`src/rtl/core/crcl_pkg.sv`:
```
// ----------------------------------------------------------------------------
// crcl_pkg: shared types and helpers of the CRC framed log record writer
// Holds the command record passed from the front to the back part, the
// address and CRC widths, and the byte-wise CRC-16/CCITT-FALSE update.
// ----------------------------------------------------------------------------
`default_nettype none

package crcl_pkg;

  localparam int unsigned AddrW      = 11;
  localparam int unsigned ByteW      = 8;
  localparam int unsigned CrcW       = 16;
  localparam int unsigned LenW       = 6;
  localparam int unsigned CountW     = 6;
  localparam int unsigned TextCapMax = 61;
  localparam logic [CrcW-1:0] CrcInit = 16'hFFFF;

  // Command queue depth
  localparam int unsigned QueueDepth = 4;
  localparam int unsigned QueuePtrW  = 2;
  localparam int unsigned QueueCntW  = 3;

  // One request from the front part: every write one input item causes
  typedef struct packed {
    logic             erase;       // clear byte 0 of every slot first
    logic             text;        // write one text byte
    logic [AddrW-1:0] text_addr;
    logic [ByteW-1:0] text_byte;
    logic             close;       // write NUL and CRC high/low bytes
    logic [AddrW-1:0] close_addr;  // address of the NUL
    logic [CrcW-1:0]  crc;
  } cmd_t;

  // Byte-wise CRC-16/CCITT-FALSE update (polynomial 0x1021, no reflection)
  function automatic logic [CrcW-1:0] crc_update(input logic [CrcW-1:0]  crc,
                                                 input logic [ByteW-1:0] b);
    logic [ByteW-1:0] x;
    logic [CrcW-1:0]  xw;
    x  = crc[15:8] ^ b;
    x  = x ^ (x >> 4);
    xw = {8'h00, x};
    return {crc[7:0], 8'h00} ^ (xw << 12) ^ (xw << 5) ^ xw;
  endfunction

endpackage

`default_nettype wire

```
`src/rtl/core/crcl_front.sv`:
```
// ----------------------------------------------------------------------------
// crcl_front: message byte classifier
// Accepts one message byte per cycle while the queue has room, tracks the
// record state and running CRC, and issues a command per item that writes.
// ----------------------------------------------------------------------------
`default_nettype none

module crcl_front #(
  parameter int unsigned SLOT_BYTES = 64,
  parameter int unsigned SLOT_COUNT = 32
) (
  input  wire logic                            clk_i,
  input  wire logic                            rst_ni,
  input  wire logic                            in_valid_i,
  output logic                                 in_ready_o,
  input  wire logic [crcl_pkg::ByteW-1:0]      msg_byte_i,
  input  wire logic                            msg_end_i,
  output logic                                 push_o,
  output crcl_pkg::cmd_t                       cmd_o,
  input  wire logic                            full_i
);

  localparam int unsigned Room    = SLOT_BYTES - 3;
  localparam int unsigned TextCap = (Room < crcl_pkg::TextCapMax) ? Room
                                                                  : crcl_pkg::TextCapMax;

  logic [crcl_pkg::CountW-1:0] count_q, count_d, count_eff;
  logic [crcl_pkg::AddrW-1:0]  base_q, base_d, base_eff;
  logic [crcl_pkg::CrcW-1:0]   crc_q, crc_d, crc_eff, crc_text, crc_close;
  logic [crcl_pkg::LenW-1:0]   len_q, len_d, len_eff, len_text;
  logic                        in_msg_q, in_msg_d;
  logic                        ended_q, ended_d, ended_eff;
  logic                        accept, first, erase, keep, zero_end, close;

  assign in_ready_o = !full_i;
  assign accept     = in_valid_i && in_ready_o;

  // Classify the byte against the record state
  always_comb begin
    first     = !in_msg_q;
    erase     = first && (count_q >= crcl_pkg::CountW'(SLOT_COUNT));
    count_eff = erase ? '0 : count_q;
    base_eff  = erase ? '0 : base_q;
    crc_eff   = first ? crcl_pkg::CrcInit : crc_q;
    len_eff   = first ? '0 : len_q;
    ended_eff = first ? 1'b0 : ended_q;

    zero_end  = !ended_eff && (msg_byte_i == '0);
    keep      = !ended_eff && (msg_byte_i != '0) &&
                (len_eff < crcl_pkg::LenW'(TextCap));
    crc_text  = keep ? crcl_pkg::crc_update(crc_eff, msg_byte_i) : crc_eff;
    len_text  = len_eff + crcl_pkg::LenW'(keep);
    close     = msg_end_i && (len_text != '0);
    crc_close = crcl_pkg::crc_update(crc_text, '0);

    cmd_o.erase      = erase;
    cmd_o.text       = keep;
    cmd_o.text_addr  = base_eff + crcl_pkg::AddrW'(len_eff);
    cmd_o.text_byte  = msg_byte_i;
    cmd_o.close      = close;
    cmd_o.close_addr = base_eff + crcl_pkg::AddrW'(len_text);
    cmd_o.crc        = crc_close;
    push_o           = accept && (erase || keep || close);

    // Next record state
    if (msg_end_i) begin
      in_msg_d = 1'b0;
      ended_d  = 1'b0;
      len_d    = '0;
      crc_d    = crcl_pkg::CrcInit;
      count_d  = close ? count_eff + crcl_pkg::CountW'(1) : count_eff;
      base_d   = close ? base_eff + crcl_pkg::AddrW'(SLOT_BYTES) : base_eff;
    end else begin
      in_msg_d = 1'b1;
      ended_d  = ended_eff || zero_end;
      len_d    = len_text;
      crc_d    = crc_text;
      count_d  = count_eff;
      base_d   = base_eff;
    end
  end

  // Hold record state; advance on each accepted byte
  always_ff @(posedge clk_i or negedge rst_ni) begin
    if (!rst_ni) begin
      count_q  <= '0;
      base_q   <= '0;
      crc_q    <= crcl_pkg::CrcInit;
      len_q    <= '0;
      in_msg_q <= 1'b0;
      ended_q  <= 1'b0;
    end else if (accept) begin
      count_q  <= count_d;
      base_q   <= base_d;
      crc_q    <= crc_d;
      len_q    <= len_d;
      in_msg_q <= in_msg_d;
      ended_q  <= ended_d;
    end
  end

endmodule

`default_nettype wire

```
`src/rtl/core/crcl_queue.sv`:
```
// ----------------------------------------------------------------------------
// crcl_queue: command queue
// Short first-in first-out buffer of command requests between the front
// and the back part, so that each side stalls on its own.
// ----------------------------------------------------------------------------
`default_nettype none

module crcl_queue (
  input  wire logic           clk_i,
  input  wire logic           rst_ni,
  input  wire logic           push_i,
  input  crcl_pkg::cmd_t      cmd_i,
  output logic                full_o,
  input  wire logic           pop_i,
  output crcl_pkg::cmd_t      head_o,
  output logic                avail_o
);

  crcl_pkg::cmd_t                   mem_q [crcl_pkg::QueueDepth];
  logic [crcl_pkg::QueuePtrW-1:0]   wr_ptr_q, rd_ptr_q;
  logic [crcl_pkg::QueueCntW-1:0]   cnt_q;
  logic                             do_push, do_pop;

  assign full_o  = (cnt_q == crcl_pkg::QueueCntW'(crcl_pkg::QueueDepth));
  assign avail_o = (cnt_q != '0);
  assign head_o  = mem_q[rd_ptr_q];
  assign do_push = push_i && !full_o;
  assign do_pop  = pop_i && avail_o;

  // Store requests
  always_ff @(posedge clk_i) begin
    if (do_push) begin
      mem_q[wr_ptr_q] <= cmd_i;
    end
  end

  // Advance pointers and fill count
  always_ff @(posedge clk_i or negedge rst_ni) begin
    if (!rst_ni) begin
      wr_ptr_q <= '0;
      rd_ptr_q <= '0;
      cnt_q    <= '0;
    end else begin
      if (do_push) begin
        wr_ptr_q <= wr_ptr_q + crcl_pkg::QueuePtrW'(1);
      end
      if (do_pop) begin
        rd_ptr_q <= rd_ptr_q + crcl_pkg::QueuePtrW'(1);
      end
      if (do_push && !do_pop) begin
        cnt_q <= cnt_q + crcl_pkg::QueueCntW'(1);
      end else if (do_pop && !do_push) begin
        cnt_q <= cnt_q - crcl_pkg::QueueCntW'(1);
      end
    end
  end

endmodule

`default_nettype wire

```
`src/rtl/core/crcl_back.sv`:
```
// ----------------------------------------------------------------------------
// crcl_back: memory write sequencer
// Expands the head command request into its erase, text and record-close
// writes, one per cycle unless stalled, into a registered output stage.
// ----------------------------------------------------------------------------
`default_nettype none

module crcl_back #(
  parameter int unsigned SLOT_BYTES = 64,
  parameter int unsigned SLOT_COUNT = 32
) (
  input  wire logic                          clk_i,
  input  wire logic                          rst_ni,
  input  crcl_pkg::cmd_t                     head_i,
  input  wire logic                          avail_i,
  output logic                               pop_o,
  output logic                               out_valid_o,
  input  wire logic                          out_ready_i,
  output logic [crcl_pkg::AddrW-1:0]         wr_address_o,
  output logic [crcl_pkg::ByteW-1:0]         wr_byte_o,
  output logic                               is_erase_o,
  output logic                               run_last_o
);

  localparam int unsigned EraseIdxW = $clog2(SLOT_COUNT + 1);
  localparam logic [1:0]  CloseLast = 2'd2;

  typedef enum logic [1:0] {
    BEAT_ERASE,
    BEAT_TEXT,
    BEAT_CLOSE
  } beat_e;

  beat_e                       beat;
  logic                        erase_done_q, text_done_q;
  logic [EraseIdxW-1:0]        erase_idx_q;
  logic [crcl_pkg::AddrW-1:0]  erase_addr_q;
  logic [1:0]                  close_idx_q;
  logic                        erase_tail, last, load, step;
  logic [crcl_pkg::AddrW-1:0]  addr;
  logic [crcl_pkg::ByteW-1:0]  data;

  logic                        out_valid_q;
  logic [crcl_pkg::AddrW-1:0]  out_addr_q;
  logic [crcl_pkg::ByteW-1:0]  out_byte_q;
  logic                        out_erase_q, out_last_q;

  assign erase_tail = (erase_idx_q == EraseIdxW'(SLOT_COUNT - 1));

  // Pick the next write of the head request
  always_comb begin
    if (head_i.erase && !erase_done_q) begin
      beat = BEAT_ERASE;
    end else if (head_i.text && !text_done_q) begin
      beat = BEAT_TEXT;
    end else begin
      beat = BEAT_CLOSE;
    end

    case (beat)
      BEAT_ERASE: begin
        addr = erase_addr_q;
        data = '0;
        last = erase_tail && !head_i.text && !head_i.close;
      end
      BEAT_TEXT: begin
        addr = head_i.text_addr;
        data = head_i.text_byte;
        last = !head_i.close;
      end
      default: begin
        addr = head_i.close_addr + crcl_pkg::AddrW'(close_idx_q);
        case (close_idx_q)
          2'd0:    data = '0;
          2'd1:    data = head_i.crc[15:8];
          default: data = head_i.crc[7:0];
        endcase
        last = (close_idx_q == CloseLast);
      end
    endcase
  end

  assign load  = !out_valid_q || out_ready_i;
  assign step  = load && avail_i;
  assign pop_o = step && last;

  // Track progress through the head request
  always_ff @(posedge clk_i or negedge rst_ni) begin
    if (!rst_ni) begin
      erase_done_q <= 1'b0;
      erase_idx_q  <= '0;
      erase_addr_q <= '0;
      text_done_q  <= 1'b0;
      close_idx_q  <= '0;
    end else if (step) begin
      if (last) begin
        erase_done_q <= 1'b0;
        erase_idx_q  <= '0;
        erase_addr_q <= '0;
        text_done_q  <= 1'b0;
        close_idx_q  <= '0;
      end else begin
        case (beat)
          BEAT_ERASE: begin
            if (erase_tail) begin
              erase_done_q <= 1'b1;
              erase_idx_q  <= '0;
              erase_addr_q <= '0;
            end else begin
              erase_idx_q  <= erase_idx_q + EraseIdxW'(1);
              erase_addr_q <= erase_addr_q + crcl_pkg::AddrW'(SLOT_BYTES);
            end
          end
          BEAT_TEXT: begin
            text_done_q <= 1'b1;
          end
          default: begin
            close_idx_q <= close_idx_q + 2'd1;
          end
        endcase
      end
    end
  end

  // Hold the output write until taken
  always_ff @(posedge clk_i or negedge rst_ni) begin
    if (!rst_ni) begin
      out_valid_q <= 1'b0;
    end else if (load) begin
      out_valid_q <= avail_i;
    end
  end

  always_ff @(posedge clk_i) begin
    if (step) begin
      out_addr_q  <= addr;
      out_byte_q  <= data;
      out_erase_q <= (beat == BEAT_ERASE);
      out_last_q  <= last;
    end
  end

  assign out_valid_o  = out_valid_q;
  assign wr_address_o = out_addr_q;
  assign wr_byte_o    = out_byte_q;
  assign is_erase_o   = out_erase_q;
  assign run_last_o   = out_last_q;

endmodule

`default_nettype wire

```
`src/rtl/core/crc_framed_log_record_writer_unit.sv`:
```
// ----------------------------------------------------------------------------
// crc_framed_log_record_writer_unit: CRC framed log record writer
// Message bytes go in on the slave stream (tlast closes a message); one
// EEPROM byte write per beat comes out on the master stream.
//
// Usage:
//   - Each accepted byte may cause no write, one text write, the record
//     close (NUL, CRC high, CRC low) and, at the first byte of a message
//     when the log is full, SLOT_COUNT erase writes ahead of them.
//   - The master tlast marks the last write caused by one input byte;
//     the master tuser flags the slot-clearing erase writes.
//   - The first write of a byte goes through the queue and output register.
//   - Throughput: one byte per cycle while each byte causes at most one
//     write; the write sequencer emits one write per cycle while
//     m_axis_tready allows; a record close is three writes, a wrap-around
//     erase SLOT_COUNT. A four-entry request queue between the classifier
//     and sequencer absorbs these bursts before s_axis_tready drops.
//   - When the receiver holds m_axis_tready low, the output write holds,
//     the queue fills, and then input is stalled.
//   - Reset empties the queue and output stage and starts an empty log
//     at slot 0; no memory clearing pass is needed.
// ----------------------------------------------------------------------------
`default_nettype none

module crc_framed_log_record_writer_unit #(
  parameter int unsigned SLOT_BYTES = 64,
  parameter int unsigned SLOT_COUNT = 32
) (
  input  wire logic        clk_i,
  input  wire logic        rst_ni,
  input  wire logic        s_axis_tvalid_i,
  output logic             s_axis_tready_o,
  input  wire logic [7:0]  s_axis_tdata_i,   // [7:0] msg_byte
  input  wire logic        s_axis_tlast_i,   // msg_end
  output logic             m_axis_tvalid_o,
  input  wire logic        m_axis_tready_i,
  output logic [23:0]      m_axis_tdata_o,   // [10:0] wr_address, [18:11] wr_byte,
                                             // [23:19] zero
  output logic             m_axis_tuser_o,   // [0] is_erase
  output logic             m_axis_tlast_o    // run_last
);

  logic                             push, full, pop, avail;
  crcl_pkg::cmd_t                   cmd, head;
  logic [crcl_pkg::AddrW-1:0]       wr_address;
  logic [crcl_pkg::ByteW-1:0]       wr_byte;

  // Classify incoming bytes
  crcl_front #(
    .SLOT_BYTES(SLOT_BYTES),
    .SLOT_COUNT(SLOT_COUNT)
  ) u_front (
    .clk_i      (clk_i),
    .rst_ni     (rst_ni),
    .in_valid_i (s_axis_tvalid_i),
    .in_ready_o (s_axis_tready_o),
    .msg_byte_i (s_axis_tdata_i),
    .msg_end_i  (s_axis_tlast_i),
    .push_o     (push),
    .cmd_o      (cmd),
    .full_i     (full)
  );

  // Buffer requests
  crcl_queue u_queue (
    .clk_i   (clk_i),
    .rst_ni  (rst_ni),
    .push_i  (push),
    .cmd_i   (cmd),
    .full_o  (full),
    .pop_i   (pop),
    .head_o  (head),
    .avail_o (avail)
  );

  // Sequence memory writes
  crcl_back #(
    .SLOT_BYTES(SLOT_BYTES),
    .SLOT_COUNT(SLOT_COUNT)
  ) u_back (
    .clk_i        (clk_i),
    .rst_ni       (rst_ni),
    .head_i       (head),
    .avail_i      (avail),
    .pop_o        (pop),
    .out_valid_o  (m_axis_tvalid_o),
    .out_ready_i  (m_axis_tready_i),
    .wr_address_o (wr_address),
    .wr_byte_o    (wr_byte),
    .is_erase_o   (m_axis_tuser_o),
    .run_last_o   (m_axis_tlast_o)
  );

  assign m_axis_tdata_o = {5'h00, wr_byte, wr_address};

endmodule

`default_nettype wire

```
`config.mk`:
```
export PLATFORM = sky130hd
export DESIGN_NAME = crc_framed_log_record_writer_unit
export DESIGN_NICKNAME = d
export VERILOG_FILES = /design/src/rtl/core/crcl_pkg.sv /design/src/rtl/core/crcl_front.sv /design/src/rtl/core/crcl_queue.sv /design/src/rtl/core/crcl_back.sv /design/src/rtl/core/crc_framed_log_record_writer_unit.sv
export SDC_FILE = /design/constraint.sdc
export NUM_CORES = 1
export LEC_CHECK = 0
export BUFFER_PORTS_ARGS = -buffer_cell sky130_fd_sc_hd__buf_4
export CORE_UTILIZATION = 30
export DETAILED_ROUTE_END_ITERATION = 8
export GPL_TIMING_DRIVEN = 0
export PLACE_DENSITY = 0.57
export SYNTH_ARGS = -nofsm -noshare
export SYNTH_HDL_FRONTEND = slang
export SYNTH_SLANG_ARGS = --single-unit
export TNS_END_PERCENT = 10
```
`constraint.sdc`:
```
create_clock -name clk_i -period 4.6 [get_ports clk_i]
set_clock_uncertainty 0.15 [all_clocks]
set_input_delay 1.15 -clock clk_i [delete_from_list [all_inputs] [get_ports clk_i]]
set_output_delay 1.15 -clock clk_i [all_outputs]
set_load 0.005 [all_outputs]
```
==> results.yml <==
status:
  status: "complete, no violations"
sta:
  max_freq_ghz: 0.2245
  rsz0062_at_grt: "false"
  max_slew_margin_pct: 37.17
  period_needed_ns: 4.455
  maxSlewViolCount: 0
  fin_crit_sh_pct: 96.84
  worstMarginPinSlew_ns: 0.9425
  holdWs_ns: 0.3324
  setup_viol_count_final: 0
  tns_ns: 0
  final_hold_viol_count: 0
worst_setup_path:
  cpMostUsedCell: "ha_4"
  setup.worst_path.start: "s_axis_tdata_i[1]"
  crit_path_start_kind: "input port"
  reg2reg_slack_ns: 0.41
  cp.arrival_ns: 4.74
  crit_buf_inv: 4
  crit_path_max_incr_delay_ns: 0.40
  timing.rr.start: "u_queue.rd_ptr_q[1]$_DFFE_PN0P_"
  endpoint_kind: "flop"
  critical_path_class: "in -> reg"
  crit_family: "simple AND/OR/NAND/NOR gates"
  crit_fanout: 23
  critical_path_required_ns: 4.89
  cp_cell_sequence: "buf_4 -> nor4_4 -> a22o_1 -> or2_2 -> inv_2 -> buf_12 -> ha_2 -> ha_4 -> xnor2_2 -> or3_1 -> o41a_1 -> nor3_2 -> nor2_4 -> ha_4 -> inv_1 -> fa_1 -> mux2_2"
  slowest_stage: "nor4_4"
final_layout:
  synthToLayoutAreaGrowth_pct: 15.75
  utilization_pct: 35.22
  final_cell_mix: "217 x edfxtp_1, 65 x nor2_1, 54 x nand2_1"
  final_nets: 983
  drive_gt1_share_pct: 20.73
  nFillCells: 3986
  multi_input_area_sq_um: 4439
  antenna_cells: 0
  seqCellArea_sq_um: 8138
  layout_commonest_cell: "edfxtp_1"
  design_area_sq_um: 14770
synth:
  synth_xor_xnor_area_share_pct: 5.774
  ys_seq_elements: 281
  synth_compound_area_share_pct: 7.068
  seq_area_frac_synth_pct: 63.76
  synthDistinctLibCells: 62
  ys.flop_type: "edfxtp_1"
  async_flop_share_pct: 22.78
  netlist_instances: 866
  synth.area.mux_share_pct: 9.215
  yosys.area_share.simple_pct: 8.333
  syn-cell-area_sq_um: 12760
  synth-adder-area-share_pct: 3.372
  synth.avg_cell_area_sq_um: 14.74
  synth_top_family_by_area: "multiplexers"
  synth_warnings: 0
  synth_edf_count: 217
global_routing:
  antenna_found_initial: 0
  grt_overflow: 0
  grt_pass1_vias: 7307
  track_usage_pct: 12.82
  grt_pass1_wl_um: 43080
  grt_max_degree: 65
clock_tree:
  ctsHoldBuffers: 0
  clock_path_buffers: 3
  htree_levels: 1
  clk_latency_ns: 0.56
  cts_tree: "yes"
  numCtsBuffers: 29
  root_buffer: "clkbuf_16"
  cts.clk_slew.worst_paths_ns: 0.06
  cts_sinks: 281
floorplanning:
  initial_core_util_pct: 30.43
  dieHeight_um: 208.3
  dieArea_sq_um: 43370
  rows: 75
  chipWidth_um: 208.3
  core_area_sq_um: 41950
  ios: 41
place:
  placed_area_sq_um: 13760
  portBuffers: 35
  dp_hpwl_um: 18510
  gp_congestion: 0.7849
hold_path:
  min_from: "u_front.base_q[3]$_DFFE_PN0P_"
  min_path_type: "reg -> reg"
power_and_ir_drop:
  p_leak_nw: 5.315
  ir_drop_uv: 290.9
  p_total_mw: 10.28
  p_per_area_nw_per_um2: 695.6
job:
  drv_cap: 0
detailed_routing:
  wl_per_cell_um: 18.32
  drtAntennaViolNets: 0
  drt_first_pass_iters: 5
  vias_per_cell: 4.751
  drt_wl_total_um: 27460
  drc: 0
  drtIter0Drc: 640
  via_count: 7122
## per-stage QoR
stage	cells	worst slack [ns]
finish	1499	0.1453
global route	1499	0.005205
CTS	1498	0.006667
detailed placement	1445	-1.650
global placement	1444	-1.620
floorplan	870	-0.2157
## worst register-to-register path, cell delays in order, from the launching register on
cell      delay (ns)
dfrtp_1         0.47
clkbuf_1        0.47
buf_2           0.43
buf_1           0.62
mux4_2          0.38
ha_1            0.17
inv_1           0.05
fa_1            0.43
nor2_1          0.29
and3_1          0.22
xnor2_1         0.13
a21oi_1         0.10
## sequential cells by signal, summed over array words and instances (netlist names)
register	flops
u_back.wr_address_o	11
u_back.erase_idx_q	6
u_queue.rd_ptr_q	2
u_front.len_q	6
u_queue.wr_ptr_q	2
u_front.crc_q	16
u_back.is_erase_o	1
u_front.count_q	6
u_back.text_done_q	1
u_back.erase_done_q	1
u_back.out_valid_o	1
u_front.ended_q	1
u_front.in_msg_q	1
u_queue.cnt_q	3
u_back.run_last_o	1
u_back.erase_addr_q	5
u_front.base_q	11
u_back.wr_byte_o	8
u_queue.mem_q	196
u_back.close_idx_q	2
## per-layer routing
metal  vias up  part of all wire (%)  track usage, %
met5         -                     0               0
met3        34                   4.4           1.857
met4         0                   2.0           4.189
met2       143                    47           20.89
met1      3566                    47           17.58
li1       3379                     -               -
## path summary, 6_finish.rpt
kind                                               endpoint  cells past startpoint
setup / recovery               u_queue.cnt_q[1]$_DFFE_PN0P_                     17
hold / removal                u_front.base_q[3]$_DFFE_PN0P_                      1
setup reg to reg           u_back.wr_address_o[8]$_DFFE_PP_                     11
hold reg to reg               u_front.base_q[3]$_DFFE_PN0P_                      1
max in group asynchronous      u_front.in_msg_q$_DFFE_PN0P_                      1
min in group asynchronous    u_back.out_valid_o$_DFFE_PN0N_                      1
## final cells by class
type	instances	share of cell area (%)
buffer	40	1.380
clock buffer	36	5.090
clock inverter	17	1.059
inverter	30	0.7622
multi-input combinational	518	30.05
sequential	281	55.08
tap	539	4.565
timing repair buffer	38	2.016
## power by group
part	internal [mW]	leakage [nW]	total [mW]	switching, mW
sequential	3.99	2.79	4.29	0.299
combinational	1.51	2.09	3.74	2.23
clock	1.28	0.432	2.24	0.963
## cell usage after synthesis, types with 2 or more instances
master      n  area share [%]
dfrtp_1    48             9.4
a21oi_1    39             1.5
inv_1      27            0.79
or2_2       2           0.098
xnor2_1    40             2.7
buf_4       7            0.41
mux2i_1     5            0.39
o22a_1      8            0.55
a221oi_1    9            0.62
nand2b_1    6            0.29
o21a_1      3            0.18
mux4_2     49             8.6
o21ai_0    20            0.78
nand3_1    10            0.39
ha_1       28             2.7
o31ai_1     2            0.12
xor2_1     36             2.5
buf_2      10            0.39
mux2_2      2            0.18
a22o_1     12            0.82
nor2_2      2           0.098
nor3_1     18            0.71
clkbuf_1   18            0.53
and3_4      2            0.18
nor2_1     65             1.9
nand3b_1    2            0.12
a211oi_4    2            0.31
nor2b_1     5            0.25
or4_1       2            0.12
inv_2       3           0.088
a211oi_1    3            0.18
a21o_1      7            0.41
fa_1        4            0.63
nand2_1    54             1.6
dfstp_2    16             3.3
or3_1       5            0.25
nand4_1     7            0.34
and2_1     27             1.3
edfxtp_1  217              51
o21bai_1    4            0.24
xor2_2      3            0.38
buf_1       5            0.15
o32ai_1     3            0.21
o22ai_1     6            0.29
and3_1      6            0.29
## cell families (layout without fill, tap and decap cells)
family,after synthesis,in the layout
adders and majority gates,32,32
muxes,56,56
other,1,5
buffers and inverters,71,161
xor gates and xnor gates,80,80
AOI/OAI and AO/OA,127,127
DFF,281,281
and+or+nand+nor,218,218
## repair_timing
item,4_1_cts,5_1_grt
pin swaps,2,6
setup endpoints to repair,227,206
gates resized for setup,9,12
buffers inserted,1,1
Power figures use the tool's default switching activity.
